### config.mk
export PLATFORM = sky130hd
export DESIGN_NAME = counting_semaphore_wait_queue
export DESIGN_NICKNAME = d
export VERILOG_FILES = /design/src/rtl/csem_pkg.sv /design/src/rtl/counting_semaphore_wait_queue.sv /design/src/rtl/csem_ctrl.sv /design/src/rtl/csem_datapath.sv
export SDC_FILE = /design/constraint.sdc
export NUM_CORES = 1
export LEC_CHECK = 0
export ABC_AREA = 1
export BUFFER_PORTS_ARGS = -buffer_cell sky130_fd_sc_hd__buf_2
export CAP_MARGIN = 15
export CORE_AREA = 5 5 148 150
export DETAILED_ROUTE_END_ITERATION = 8
export DIE_AREA = 0 0 153 155
export PLACE_DENSITY = 0.69
export SYNTH_ARGS = -nofsm -noshare
export SYNTH_HDL_FRONTEND = slang
export SYNTH_SLANG_ARGS = --single-unit
### constraint.sdc
create_clock -name clk -period 3.7 [get_ports clk]
set_input_delay 0.555 -clock clk [delete_from_list [all_inputs] [get_ports clk]]
set_output_delay 0.555 -clock clk [all_outputs]
set_load 0.01 [all_outputs]
### src/rtl/csem_pkg.sv
package csem_pkg;

  // Sizes of the wait queue and of the requester ids.
  localparam int QUEUE_DEPTH = 16;
  localparam int ID_BITS     = 8;
  localparam int PTR_BITS    = (QUEUE_DEPTH > 1) ? $clog2(QUEUE_DEPTH) : 1;
  localparam int USED_BITS   = $clog2(QUEUE_DEPTH + 1);

  // Count field widths and APB port widths.
  localparam int CFG_BITS    = 16;
  localparam int COUNT_BITS  = 17;
  localparam int DATA_BITS   = 32;
  localparam int ADDR_BITS   = 3;

  // Register index decoded from paddr[2].
  localparam logic REG_INITIAL_COUNT = 1'b0;

  // Largest count that an up may reach.
  localparam logic signed [COUNT_BITS-1:0] COUNT_MAX = 17'sd65535;

  // Request operations.
  typedef enum logic [1:0] {
    OP_DOWN     = 2'd0,
    OP_TRY_DOWN = 2'd1,
    OP_UP       = 2'd2,
    OP_QUERY    = 2'd3
  } op_t;

  // Error codes of a result.
  typedef enum logic [1:0] {
    ERR_NONE       = 2'd0,
    ERR_QUEUE_FULL = 2'd1,
    ERR_SATURATED  = 2'd2
  } err_t;

  // Controller states: the result register is empty or holds a result.
  typedef enum logic {
    ST_EMPTY = 1'b0,
    ST_FULL  = 1'b1
  } state_t;

  // Commands from the controller to the datapath.
  typedef struct packed {
    logic exec;
  } cmd_t;

endpackage

### src/rtl/counting_semaphore_wait_queue.sv
// Counting semaphore with a FIFO queue of waiting requester ids.
// Requests arrive on in_valid/in_stall with an operation (down, try down,
// up, query) and a requester id; each request gives exactly one result on
// out_valid/out_stall (granted, must_wait, wake_valid, wake_id, available,
// error_code, count_now). A request is taken when valid is high and stall is
// low at a rising clock edge.
// The result is in the result register the cycle after the request is taken.
// Throughput is one request per cycle while the receiver does not stall, set by the single
// count update and queue push or pop done in the cycle the request is taken.
// When the receiver stalls, the result is held and in_stall rises, so at most
// one result waits; requests resume as soon as the result is taken.
// Reset (rst, synchronous) sets the count to 1, empties the queue and the
// result register and sets initial_count to 1. The APB port at address 0
// holds initial_count; writing it loads the count when no requester waits.
// Write it only while no request is in flight.
module counting_semaphore_wait_queue
  import csem_pkg::*;
(
  input  logic                         clk,
  input  logic                         rst,
  input  logic                         in_valid,
  output logic                         in_stall,
  input  logic [1:0]                   operation,
  input  logic [ID_BITS-1:0]           requester_id,
  output logic                         out_valid,
  input  logic                         out_stall,
  output logic                         granted,
  output logic                         must_wait,
  output logic                         wake_valid,
  output logic [ID_BITS-1:0]           wake_id,
  output logic                         available,
  output logic [1:0]                   error_code,
  output logic signed [COUNT_BITS-1:0] count_now,
  input  logic                         psel,
  input  logic                         penable,
  input  logic                         pwrite,
  input  logic [ADDR_BITS-1:0]         paddr,
  input  logic [DATA_BITS-1:0]         pwdata,
  output logic [DATA_BITS-1:0]         prdata,
  output logic                         pready
);

  cmd_t cmd;

  assign pready = 1'b1;

  // Handshake controller.
  csem_ctrl u_ctrl (
    .clk       (clk),
    .rst       (rst),
    .in_valid  (in_valid),
    .in_stall  (in_stall),
    .out_valid (out_valid),
    .out_stall (out_stall),
    .cmd       (cmd)
  );

  // Count, wait queue, result and configuration register.
  csem_datapath u_datapath (
    .clk          (clk),
    .rst          (rst),
    .cmd          (cmd),
    .operation    (operation),
    .requester_id (requester_id),
    .granted      (granted),
    .must_wait    (must_wait),
    .wake_valid   (wake_valid),
    .wake_id      (wake_id),
    .available    (available),
    .error_code   (error_code),
    .count_now    (count_now),
    .psel         (psel),
    .penable      (penable),
    .pwrite       (pwrite),
    .paddr        (paddr),
    .pwdata       (pwdata),
    .prdata       (prdata)
  );

endmodule

### src/rtl/csem_ctrl.sv
module csem_ctrl
  import csem_pkg::*;
(
  input  logic clk,
  input  logic rst,
  input  logic in_valid,
  output logic in_stall,
  output logic out_valid,
  input  logic out_stall,
  output cmd_t cmd
);

  state_t state;
  state_t state_next;

  // State register.
  always_ff @(posedge clk) begin
    if (rst) begin
      state <= ST_EMPTY;
    end else begin
      state <= state_next;
    end
  end

  // Next state: a new request fills the result register, a taken result empties it.
  always_comb begin
    state_next = state;
    if (cmd.exec) begin
      state_next = ST_FULL;
    end else if (out_valid && !out_stall) begin
      state_next = ST_EMPTY;
    end
  end

  // Outputs: a request is taken unless a held result is stalled.
  always_comb begin
    out_valid = (state == ST_FULL);
    in_stall  = (state == ST_FULL) && out_stall;
    cmd.exec  = in_valid && !in_stall;
  end

`ifndef ASSERT_OFF
  // An accepted request shows a result in the next cycle.
  assert property (@(posedge clk) disable iff (rst) cmd.exec |=> out_valid)
    else $error("accepted request produced no result");

  // The input side is only stalled while a result is held.
  assert property (@(posedge clk) disable iff (rst) in_stall |-> out_valid)
    else $error("input stalled with no result held");
`endif

endmodule

### src/rtl/csem_datapath.sv
module csem_datapath
  import csem_pkg::*;
(
  input  logic                         clk,
  input  logic                         rst,
  input  cmd_t                         cmd,
  input  logic [1:0]                   operation,
  input  logic [ID_BITS-1:0]           requester_id,
  output logic                         granted,
  output logic                         must_wait,
  output logic                         wake_valid,
  output logic [ID_BITS-1:0]           wake_id,
  output logic                         available,
  output logic [1:0]                   error_code,
  output logic signed [COUNT_BITS-1:0] count_now,
  input  logic                         psel,
  input  logic                         penable,
  input  logic                         pwrite,
  input  logic [ADDR_BITS-1:0]         paddr,
  input  logic [DATA_BITS-1:0]         pwdata,
  output logic [DATA_BITS-1:0]         prdata
);

  // Semaphore state.
  logic [CFG_BITS-1:0]          initial_count;
  logic signed [COUNT_BITS-1:0] count;
  logic [ID_BITS-1:0]           waiters [QUEUE_DEPTH];
  logic [PTR_BITS-1:0]          head;
  logic [PTR_BITS-1:0]          tail;
  logic [USED_BITS-1:0]         used;

  // Values computed for the request being accepted.
  logic signed [COUNT_BITS-1:0] count_next;
  logic signed [COUNT_BITS-1:0] count_dec;
  logic signed [COUNT_BITS-1:0] count_inc;
  logic                         push;
  logic                         pop;
  logic                         res_granted;
  logic                         res_must_wait;
  err_t                         res_err;
  logic                         cfg_write;
  op_t                          op;

  assign op        = op_t'(operation);
  assign count_dec = count - 17'sd1;
  assign count_inc = count + 17'sd1;
  assign cfg_write = psel && penable && pwrite && (paddr[2] == REG_INITIAL_COUNT);

  // Register read.
  always_comb begin
    prdata = '0;
    if (paddr[2] == REG_INITIAL_COUNT) begin
      prdata = {{(DATA_BITS - CFG_BITS){1'b0}}, initial_count};
    end
  end

  // Decide the effect of one request on the count and the wait queue.
  always_comb begin
    count_next    = count;
    push          = 1'b0;
    pop           = 1'b0;
    res_granted   = 1'b0;
    res_must_wait = 1'b0;
    res_err       = ERR_NONE;
    unique case (op)
      OP_DOWN: begin
        if (count_dec >= 17'sd0) begin
          count_next  = count_dec;
          res_granted = 1'b1;
        end else if (used >= USED_BITS'(QUEUE_DEPTH)) begin
          res_err = ERR_QUEUE_FULL;
        end else begin
          count_next    = count_dec;
          push          = 1'b1;
          res_must_wait = 1'b1;
        end
      end
      OP_TRY_DOWN: begin
        if (count > 17'sd0) begin
          count_next  = count_dec;
          res_granted = 1'b1;
        end
      end
      OP_UP: begin
        if (count >= COUNT_MAX) begin
          res_err = ERR_SATURATED;
        end else begin
          count_next  = count_inc;
          res_granted = 1'b1;
          pop         = (count_inc <= 17'sd0) && (used != '0);
        end
      end
      OP_QUERY: begin
      end
      default: begin
      end
    endcase
  end

  // Control state: count, queue pointers and the configuration register.
  always_ff @(posedge clk) begin
    if (rst) begin
      initial_count <= CFG_BITS'(1);
      count         <= 17'sd1;
      head          <= '0;
      tail          <= '0;
      used          <= '0;
    end else if (cfg_write) begin
      initial_count <= pwdata[CFG_BITS-1:0];
      if (used == '0) begin
        count <= $signed({1'b0, pwdata[CFG_BITS-1:0]});
      end
    end else if (cmd.exec) begin
      count <= count_next;
      if (push) begin
        tail <= (tail == PTR_BITS'(QUEUE_DEPTH - 1)) ? '0 : tail + 1'b1;
        used <= used + 1'b1;
      end
      if (pop) begin
        head <= (head == PTR_BITS'(QUEUE_DEPTH - 1)) ? '0 : head + 1'b1;
        used <= used - 1'b1;
      end
    end
  end

  // Waiter ids, written at the tail.
  always_ff @(posedge clk) begin
    if (cmd.exec && push) begin
      waiters[tail] <= requester_id;
    end
  end

  // Result register.
  always_ff @(posedge clk) begin
    if (cmd.exec) begin
      granted    <= res_granted;
      must_wait  <= res_must_wait;
      wake_valid <= pop;
      wake_id    <= pop ? waiters[head] : '0;
      available  <= (count_next > 17'sd0);
      error_code <= res_err;
      count_now  <= count_next;
    end
  end

`ifndef ASSERT_OFF
  // An empty queue means the count is not negative.
  assert property (@(posedge clk) disable iff (rst) (used == '0) |-> (count >= 17'sd0))
    else $error("empty wait queue with negative count");

  // The magnitude of a negative count equals the number of waiters.
  assert property (@(posedge clk) disable iff (rst)
      (count < 17'sd0) |-> ($signed({{(COUNT_BITS - USED_BITS){1'b0}}, used}) == -count))
    else $error("waiter count does not match semaphore count");

  // A wake comes only from a completed up.
  assert property (@(posedge clk) disable iff (rst) $past(cmd.exec) && wake_valid |-> granted)
    else $error("wake reported without a completed up");
`endif

endmodule
Word level (Yosys, flattened, before mapping). Memories as Yosys holds them, arrays and structs flattened. A register that Yosys moved wholly into a read port is not among the register bits. Index checks and enable logic that the tools add are counted.

Flip-flop bits (word level): 70. Latch bits: 0. RAM bits: 128. Bits in read-only memories: 0. Input bits: 52. Logic and storage cells: 83. Memories kept: 1.

Memory list: u_datapath.waiters (depth 16, bits a word 8, rd ports 1, clocked after Yosys merged registers in 1, wr ports 1, line csem_datapath.sv:27) `logic [ID_BITS-1:0] waiters [QUEUE_DEPTH];`.

$add $sub $neg: 6. Multipliers: 0. Div/mod/pow operators: 0. Magnitude comparators: 6. Equality and inequality tests: 5. Shifts and indexed selects: 0. Muxes and demuxes: 30. Bitwise gates (word level): 2. Reductions and logical operators: 21.

Operator list (count): two-way mux 17 bit (7); one-hot mux 17 bit (3 select lines) (1); greater-than comparator 17 x 1 -> 1 bit, second input constant (2); adder 17 x 2 -> 17 bit, second input constant (1); greater-or-equal comparator 17 x 1 -> 1 bit, second input constant (1); greater-or-equal comparator 17 bit, second input constant (1); <= comparator 17 x 1 -> 1 bit, second input constant (1); subtractor 17 x 2 -> 17 bit, second input constant (1); two-way mux 16 bit (1); two-way mux 1 bit (13); two-way mux 5 bit (2); AND reduction 3 bit (3); adder 4 x 1 -> 4 bit, second input constant (2); equality test 4 bit, second input constant (2); logical AND 1 bit (8); two-way mux 4 bit (2); nonzero test 2 bit (3); adder 5 x 1 -> 5 bit, second input constant (1); greater-or-equal comparator 5 bit, second input constant (1); logical NOT 5 bit (1); nonzero test 5 bit (1); subtractor 5 x 1 -> 5 bit, second input constant (1); two-way mux 2 bit (2); one-hot mux 2 bit (2 select lines) (1); other kinds (8) (11).

Depth between registers and ports, before layout. Gate-level depths: netlist (run 1).

Word-level depth: 7. Gate-level depth with buffers: 23.

By module. A second synthesis (run 1) with hierarchy kept.

Cell total of the unflattened synthesis: 1142. Area total of the unflattened synthesis: 10334.9 µm².

Modules (own cells, without submodules): csem_datapath (times used 1, cells an instance 1134, area each 10274.9 µm²); csem_ctrl (times used 1, cells an instance 6, area each 48.8 µm²); counting_semaphore_wait_queue (times used 1, cells an instance 2, area each 11.3 µm²).

Worst setup path before layout (run 1). Ideal clock, no wire load.

Kind: register to register. Start point: reg u_datapath.count[1]. End point: reg u_datapath.used[4]. Arrival: 3.250 ns. Data required time: 3.585 ns. Setup slack: 0.335 ns. Stages on the path, launching flop included: 24. Period minus slack after synthesis: 3.365 ns. Path through: dfxtp_1 ha_1 nand2_1 inv_1 nand3_2 nor4_1 nand4_1 inv_1 ha_1 inv_1 nand3_2 nand4_4 nor2_1 nand2_1 buf_4 inv_1 fa_1 nand2_1 nand2_1 a21oi_1 xor2_1 nand3_1 nand2_1 nor2_1.

Word-level cells in the longest chain between the ends: 7. Elaborated cells on any way between the ends: 13. Classes of those cells: add/sub: 2; order compare: 3; mux: 5; reduce/logical: 3.

RTL lines: start: declaration (line csem_datapath.sv:26) `logic signed [COUNT_BITS-1:0] count;`; start signal: assignment (line csem_datapath.sv:111) `count <= $signed({1'b0, pwdata[CFG_BITS-1:0]});`; start signal: assignment (line csem_datapath.sv:114) `count <= count_next;`; adder 17 x 2 -> 17 bit (line csem_datapath.sv:46) `assign count_inc = count + 17'sd1;`; <= comparator 17 x 1 -> 1 bit (line csem_datapath.sv:90) `pop = (count_inc <= 17'sd0) && (used != '0);`; logical AND 1 bit (line csem_datapath.sv:90); two-way mux 1 bit (*) (line csem_datapath.sv:85) `if (count >= COUNT_MAX) begin`; two-way mux 1 bit (*) (line csem_datapath.sv:65) `unique case (op)`; net u_datapath.pop (line csem_datapath.sv:37) `logic pop;`; nonzero test 2 bit (no source line); AND reduction 3 bit (no source line); end signal: assignment (line csem_datapath.sv:117) `used <= used + 1'b1;`; end signal: assignment (line csem_datapath.sv:121) `used <= used - 1'b1;`; end: declaration (line csem_datapath.sv:30) `logic [USED_BITS-1:0] used;`.

The timed path passes the listed nets; every way through them passes the cells marked *. A chain may end at the register's enable or synchronous reset.

Worst setup path in the final report (run 1).
Start point: reg u_datapath.count[0]. End point: reg u_datapath.used[4].

The elaborated chain is that of the path after synthesis.

==> results of run 1 <==
cells in the final DEF (no fill, tap or decap), types with 7 or more instances in the layout:
| cell type | count |
|---|---|
| clkbuf_16 | 23 |
| clkinv_2 | 7 |
| nand2_1 | 185 |
| o22ai_1 | 21 |
| nand2_2 | 7 |
| conb_1 | 17 |
| ha_1 | 12 |
| dfxtp_1 | 45 |
| a21oi_1 | 34 |
| buf_2 | 82 |
| nand3_1 | 33 |
| nor2_1 | 178 |
| buf_4 | 47 |
| nand4_1 | 20 |
| a31oi_1 | 23 |
| inv_1 | 87 |
| edfxtp_1 | 159 |
| o21ai_0 | 100 |
| xor2_1 | 26 |
| nor2_2 | 10 |
logic make-up after synthesis:
logic type,synth area share
AO/OA/AOI/OAI,0.113
XOR/XNOR,0.0246
adder cells (fa/ha/maj),0.0171
buffers and inverters,0.0753
flip-flops,0.574
other,0.000755
AND/OR/NAND/NOR,0.195
through the flow:
step / instances / instance area, um2 / setup WS (ns) / util / hold WS [ns]
after floorplan: 1079 / 10000 / 0.335 / - / 0.445
after global placement: 1414 / 10700 / 0.242 / 0.521 / 0.454
after detailed placement: 1414 / 10700 / 0.206 / 0.521 / 0.458
after CTS: 1455 / 11400 / 0.176 / 0.555 / 0.286
after global routing: 1456 / 11400 / 0.0231 / 0.555 / 0.309
final: 1456 / 11400 / 0.361 / 0.555 / 0.298
power breakdown:
part	internal, mW	total, mW	leakage (nW)	switching, mW
sequential	2.55	2.58	1.84	0.0288
clock	1.16	2.06	0.338	0.900
combinational	0.170	0.523	2.32	0.353
total	3.88	5.16	4.50	1.28
worst max-delay path by stage:
stage	cells after the start	slack, ns	endpoint	startpoint
detailed placement	22	0.21	u_datapath.used[4]$_SDFFE_PP0P_	u_datapath.count[0]$_SDFFE_PP1P_
global route	22	0.02	u_datapath.used[4]$_SDFFE_PP0P_	u_datapath.count[0]$_SDFFE_PP1P_
finish	22	0.36	u_datapath.used[4]$_SDFFE_PP0P_	u_datapath.count[0]$_SDFFE_PP1P_
CTS	22	0.18	u_datapath.used[4]$_SDFFE_PP0P_	u_datapath.count[0]$_SDFFE_PP1P_
global placement	22	0.24	u_datapath.used[4]$_SDFFE_PP0P_	u_datapath.count[0]$_SDFFE_PP1P_
floorplan	23	0.33	u_datapath.used[4]$_SDFFE_PP0P_	u_datapath.count[1]$_SDFFE_PP0P_
cell type report:
cell class	count	area [um2]
repair buffers	129	763
multi-input cells	711	3560
fillers	1866	9140
clock buffers	29	598
flip-flops and latches	206	5720
well taps	275	344
inverters	94	353
clock inverters	12	83.8
repair_timing:
action | in CTS | in global routing
gates resized for setup | 0 | 3
setup buffers | 0 | 1
setup endpoints to repair | 0 | 2
worst max-delay path, delay by kind of cell, from the launching register on:
family          cells  cell delay, ns
compound gates      1            0.17
xor+xnor            1            0.21
fa+ha+maj           3            0.90
buf+inv             4            0.37
flops               1            0.36
simple gates       13            1.22
per-layer routing:
layer | vias to the layer above | GRT usage
met5 | - | 0
met4 | 0 | 0.0624
met3 | 43 | 0.0284
met2 | 237 | 0.362
met1 | 3669 | 0.259
li1 | 3777 | -
registers in the layout (all words and copies together) (netlist names):
register	flops
u_ctrl.out_valid	1
u_datapath.available	1
u_datapath.count	17
u_datapath.count_now	17
u_datapath.error_code	2
u_datapath.granted	1
u_datapath.head	4
u_datapath.initial_count	16
u_datapath.must_wait	1
u_datapath.tail	4
u_datapath.used	5
u_datapath.waiters	128
u_datapath.wake_id	8
u_datapath.wake_valid	1
==> parameters.txt, run 1 <==
Parameter                              Value

Outcome
  Outcome ... finished clean

Timing
  Clock Skew ... between 0.015 and 0.02 ns
  Final number of setup-violating endpoints ... 0
  Worst slew margin ... 0.374
  Unrepaired setup endpoints after global routing ... false
  Period utilization ... 0.902
  Shortest clock period the worst path allows after layout ... between 3 and 4 ns
  FMAX ... approximately 300 MHz
  Least-Margin Pin Slew ... 0.937 ns
  Accumulated negative setup slack ... 0 ns
  Max-slew violation total from the final report ... 0
  Hold Violations, Final ... 0

Finish
  Layout overhead on the synthesized area ... 14.7%
  Net count of the finished layout ... 1230
  Diodes inserted ... 0
  Fraction of layout instances using a drive strength above 1 ... 0.169

Routing
  Highest metal used ... met4
  Met1 routed wirelength after detailed routing ... 10200 um
  Wire length after detailed routing ... 24700 um
  Violation count after the first detailed-routing iteration ... ~700
  Final ANT Viol Nets ... 0
  Met3 wire length ... roughly 1300 um
  DR DRC count ... 0
  Detailed route wirelength on metal2 ... 12600 um
  Vias after detailed routing ... approximately 7700
  Average routed wire per standard cell ... 16.9 um
  Number of iterations in the first detailed-routing pass ... 5
  Via-per-instance ratio ... 5.31

Yosys
  Post-synth EDFFs ... approximately 160
  Average size of a mapped cell ... 9.35 um2
  YS warnings ... 0
  Most area-hungry cell type in the Yosys netlist ... edfxtp_1
  Proportion of synthesized chip area in sequential cells ... 0.574
  Async S/R FF share, synth ... 0
  Synth Cell Area ... 9950 um2
  Cell with the most instances after synthesis ... nand2_1
  Synth Instances ... 1064
  FF+latch count, synth ... 206
  Largest cells by area after synthesis ... edfxtp_1 (48%), dfxtp_1 (9.5%), nand2_1 (7.0%)
  Area fraction of the dominant cell type after synthesis ... 0.480
  Top cells by instance count after synthesis ... nand2_1 (185), nor2_1 (179), edfxtp_1 (159)
  Yosys cell types ... 42
  Synth Flop Type ... edfxtp_1

Setup path
  Most prevalent standard cell on the critical path ... nand2_1
  Worst reg2reg path depth ... 22
  Worst Path Class, Setup ... register to register
  Endpoint type of the worst setup path ... register
  Required time at the endpoint of the critical path ... 4.10 ns
  Worst-path cell chain ... ha_1, nand2_1, inv_1, nand3_2, nor4_2, nand4_1, inv_1, ha_1, inv_1, nand3_2, nand4_4, nor2_1, nand2_1, inv_2, fa_1, nand2_1, nand2_1, a21oi_1, xor2_1, nand3_1, nand2_1, nor2_1
  Startpoint of the worst-slack reg-to-reg timing path ... u_datapath.count[0]$_SDFFE_PP1P_
  Largest fanout on the critical path ... 5
  Register-to-register setup slack ... between 0.3 and 0.4 ns
  Standard cell with the maximum stage delay on the critical path ... fa_1
  Data arrival time of the worst path ... 3.74 ns
  Largest stage delay on the critical path ... 0.46 ns
  Kind of start point of the critical path ... register
  Critical R2R Capture ... u_datapath.used[4]$_SDFFE_PP0P_

Clock tree
  CTS clock-pin slew for the worst setup and hold paths ... 0.06 ns
  Buffers from clock root to sink, at most ... 3
  Inserted Clock Buffers ... 23
  Number of buffers inserted for hold repair after clock tree synthesis ... 0
  CTS Sinks ... 206
  Clock root buffer ... clkbuf_16
  Skew-Pair Late Insertion Delay ... 0.52 ns
  H-tree levels ... 1
  Clock tree from TritonCTS ... built

GRT
  Overall Global Routing Usage ... 0.203
  Number of global-route vias before repair ... about 7200
  Residual overflow from global routing ... 0
  Maximum number of pins on one net before global-route repair ... 41
  Global-route wire length before repair ... 38900 um
  Antenna violations before repair ... 0

Power and ir drop
  Cell leakage power ... 4.50 nW
  Maximum VDD drop ... 0.401 mV
  Power per unit of standard cell area ... 452 nW/um2
  Post-layout power ... 5.16 mW

Floorplan
  Die area ... 23700 um2
  Area of the core ... approximately 20000 um2
  Die W ... between 150 and 200 um
  Initial standard-cell utilization of the core ... 0.484
  I/O pin cnt ... 118
  Number of rows created at floorplan ... 53
  Die Height ... between 150 and 200 um

Placement
  Gpl congestion ... 0.952
  Sum of net half-perimeters after detailed placement ... 17100 um
  Quantity of I/O buffers inserted on ports ... 82

Hold path
  End of the worst hold path ... u_ctrl.out_valid$_SDFFE_PP0P_
  Cells on Worst Hold Path ... 3
  Min-Delay Path Class ... primary input to register
  Launch instance of the worst min-delay path ... out_stall

Job
  Number of violations of the max-capacitance limit ... 0
(Power assumes the default switching activity.)
==> run 2: changes to the inputs <==
--- a/config.mk
+++ b/config.mk
@@ -11,6 +11,8 @@
 export CORE_AREA = 5 5 148 150
 export DETAILED_ROUTE_END_ITERATION = 8
 export DIE_AREA = 0 0 153 155
+export HOLD_SLACK_MARGIN = 0.02
+export MAX_ROUTING_LAYER = met4
 export PLACE_DENSITY = 0.69
 export SYNTH_ARGS = -nofsm -noshare
 export SYNTH_HDL_FRONTEND = slang
==> run 2 against run 1 <==
  * Routed wire length rose by 1.1%
  * Sequential share of layout area fell by 0.20 points
  * Sequential power hardly changed
  * Utilization rose by 0.21 points
  * Cell count decreased by 0.27%
  * Worst hold slack gained 0.012 ns
  * Critical path type unchanged
  * First-iteration DRC count shrank 14%
==> parameters.txt, run 2 (synthesized netlist as in run 1, its figures left out) <==
Parameter                              Value

Setup path
  Largest fanout on the critical path ... 5 (unchanged)
  Worst Path Class, Setup ... register to register
  Register-to-register setup slack ... 0.28 ns (-0.08 ns)
  Worst reg2reg path depth ... 22 (unchanged)
  Kind of start point of the critical path ... register
  Most prevalent standard cell on the critical path ... nand2_1
  Worst-path cell chain ... ha_1, nand2_1, inv_1, nand3_2, nor4_2, nand4_1, inv_1, ha_1, inv_1, nand3_2, nand4_4, nor2_1, nand2_1, inv_1, fa_1, nand2_1, nand2_1, a21oi_1, xor2_1, nand3_1, nand2_1, nor2_1
  Critical path capture point ... u_datapath.used[4]$_SDFFE_PP0P_
  Data arrival time of the worst path ... 3.83 ns (+0.09 ns)
  Endpoint type of the worst setup path ... register
  Largest stage delay on the critical path ... 0.47 ns (about the same)
  Required time at the endpoint of the critical path ... 4.11 ns (about the same)
  Standard cell with the maximum stage delay on the critical path ... fa_1
  Number of logic stages on the critical path including buffering ... 22 (unchanged)
  Critical R2R Capture ... u_datapath.used[4]$_SDFFE_PP0P_
  Sum of buffers and inverters on the critical path ... 4 (unchanged)
  Startpoint of the worst-slack reg-to-reg timing path ... u_datapath.count[0]$_SDFFE_PP1P_
  Dominant delay contributor by cell family on the critical path ... simple AND/OR/NAND/NOR gates
  Timing startpoint of the critical path ... u_datapath.count[0]$_SDFFE_PP1P_

Floorplan
  Die area ... 23700 um2 (unchanged)
  Number of rows created at floorplan ... 53 (unchanged)
  Die Height ... 155 um (unchanged)
  Area of the core ... 20600 um2 (unchanged)
  Die W ... 153 um (unchanged)
  Initial standard-cell utilization of the core ... 0.484 (unchanged)
  I/O pin cnt ... 118 (unchanged)

Power and ir drop
  Fraction of power consumed by the clock network ... 0.412 (+0.013)
  Cell leakage power ... 4.52 nW (+0.53%)
  Power per unit of standard cell area ... 461 nW/um2 (+1.9%)
  Switching part of the total ... 0.241 (-0.00733)
  Maximum VDD drop ... 0.449 mV (+12%)
  Fraction of power consumed by sequential logic ... 0.489 (-0.011)
  Portion of total power attributed to combinational logic ... 0.099 (-0.002)
  Internal power component ... 4.01 mW (+3.3%)
  Switching pwr ... 1.27 mW (-0.73%)
  Post-layout power ... 5.28 mW (+2.3%)

Placement
  Worst-case setup slack after placement ... 0.234 ns (+0.0277 ns)
  Cell Area, Placed ... 10700 um2 (+0.12%)
  Quantity of I/O buffers inserted on ports ... 82 (unchanged)
  Number of placed cells counting well taps ... 1414 (unchanged)
  Gpl congestion ... 0.940 (-1.3%)
  Sum of net half-perimeters after detailed placement ... 17400 um (+1.5%)

Job
  Number of violations of the max-capacitance limit ... 0 (unchanged)

GRT
  Global-route wire length before repair ... 38800 um (-0.16%)
  Number of global-route vias before repair ... 7230 (+0.069%)
  Antenna violations before repair ... 0 (unchanged)
  Overall Global Routing Usage ... 0.210 (+0.00666)
  Maximum number of pins on one net before global-route repair ... 67 (+63%)
  Residual overflow from global routing ... 0 (unchanged)

Clock tree
  Inserted Clock Buffers ... 22 (-4.3%)
  Clock tree from TritonCTS ... built
  CTS clock-pin slew for the worst setup and hold paths ... 0.06 ns (about the same)
  Clock root buffer ... clkbuf_16
  H-tree levels ... 1 (unchanged)
  CTS Sinks ... 206 (unchanged)
  Post-CTS Setup Inserts ... 0 (unchanged)
  Skew-Pair Late Insertion Delay ... 0.52 ns (about the same)
  Buffers from clock root to sink, at most ... 3 (unchanged)

Finish
  Layout Utilization ... 0.558 (+0.00213)
  Fraction of layout instances using a drive strength above 1 ... 0.166 (-0.00367)
  Filler cell count in the final layout ... 1817 (-2.6%)
  Highest-count cells in the layout ignoring fill and taps ... nand2_1 (185), nor2_1 (178), edfxtp_1 (159)
  Top Registers ... u_datapath.waiters: 128 flops, u_datapath.count: 17 flops, u_datapath.count_now: 17 flops
  Layout overhead on the synthesized area ... 15.2%
  Design area ... 11500 um2 (+0.38%)
  Diodes inserted ... 0 (unchanged)
  Largest register by flop count ... u_datapath.waiters
  Most common library cell in the layout ignoring fill and taps ... nand2_1
  Net count of the finished layout ... 1228 (-0.16%)
  Number of standard cells in the final layout excluding fillers ... 1452 (-0.27%)
  Number of flip-flops in the largest register ... 128 (unchanged)

Routing
  Vias after detailed routing ... 7776 (+0.65%)
  Violation count after the first detailed-routing iteration ... 605 (-14%)
  Average routed wire per standard cell ... 17.2 um (+1.3%)
  DR DRC count ... 0 (unchanged)
  Wire length after detailed routing ... 24900 um (+1.1%)
  Final ANT Viol Nets ... 0 (unchanged)
  Number of iterations in the first detailed-routing pass ... 5 (unchanged)
  Via-per-instance ratio ... 5.36 (+0.92%)

Timing
  Least-Margin Pin Slew ... 0.897 ns (-0.0394 ns)
  Accumulated negative setup slack ... 0 ns (unchanged)
  Post-route setup slack ... 0.277 ns (-0.0845 ns)
  Hold Violations, Final ... 0 (unchanged)
  Clock Skew ... 0.0177 ns (+0.00148 ns)
  FMAX ... 292 MHz (-2.5%)
  Final number of setup-violating endpoints ... 0 (unchanged)
  Period utilization ... 0.925 (+0.0228)
  Unrepaired setup endpoints after global routing ... false
  Worst slew margin ... 0.400 (+0.0263)
  Tightest hold margin ... 0.310 ns (+0.0115 ns)
  Shortest clock period the worst path allows after layout ... 3.42 ns (+0.0845 ns)
  Max-slew violation total from the final report ... 0 (unchanged)

Hold path
  Min-Delay Path Class ... primary input to register
  Cells on Worst Hold Path ... 3 (unchanged)

Outcome
  Outcome ... finished clean
[run 2: worst min-delay path by stage]
stage	from	to
after floorplan	u_datapath.initial_count[10]$_SDFFE_PP0P_	u_datapath.initial_count[10]$_SDFFE_PP0P_
after global placement	u_datapath.initial_count[9]$_SDFFE_PP0P_	u_datapath.initial_count[9]$_SDFFE_PP0P_
after detailed placement	u_datapath.initial_count[4]$_SDFFE_PP0P_	u_datapath.initial_count[4]$_SDFFE_PP0P_
after CTS	out_stall	u_ctrl.out_valid$_SDFFE_PP0P_
after global routing	out_stall	u_ctrl.out_valid$_SDFFE_PP0P_
final	out_stall	u_ctrl.out_valid$_SDFFE_PP0P_
[run 2: power by group through the flow]
| stage | Clock (mW) | Combinational (mW) | Sequential (mW) |
|---|---|---|---|
| final | 2.17 | 0.525 | 2.58 |
| after floorplan | 0 | 0.353 | 2.64 |
| after CTS | 2.21 | 0.526 | 2.58 |
| after detailed placement | 0 | 0.524 | 2.63 |
| after global routing | 2.32 | 0.585 | 2.59 |
| after global placement | 0 | 0.517 | 2.63 |
[run 2: metal layers]
layer,up-vias,wire length [um],track usage
met5,-,0,-
met4,0,844,0.0662
met3,50,1340,0.0248
met2,257,12700,0.373
met1,3690,10100,0.252
li1,3779,-,-
[run 2: worst register-to-register path, cell delays in order (launching register included)]
cell and delay (ns):
dfxtp_1 0.39, ha_1 0.19, nand2_1 0.09, inv_1 0.09
nand3_2 0.09, nor4_2 0.16, nand4_1 0.18, inv_1 0.10
ha_1 0.27, inv_1 0.11, nand3_2 0.12, nand4_4 0.11
nor2_1 0.04, nand2_1 0.10, inv_1 0.12, fa_1 0.47
nand2_1 0.08, nand2_1 0.05, a21oi_1 0.16, xor2_1 0.20
nand3_1 0.10, nand2_1 0.07, nor2_1 0.05
[run 2: timing repair]
item / CTS / global route
endpoints found under the hold margin: 0 / 0
hold buffers: 0 / 0
gates resized for setup: 0 / 1
setup endpoints to repair: 0 / 1
[run 2: cell type report]
type                            instances  area, um2  area share
Clock inverter                         10        128      0.0111
Inverter                               94        353      0.0308
Sequential cell                       206       5720       0.499
Clock buffer                           28        594      0.0519
Tap cell                              275        344      0.0300
Multi-Input combinational cell        711       3560       0.310
Timing Repair Buffer                  128        768      0.0670
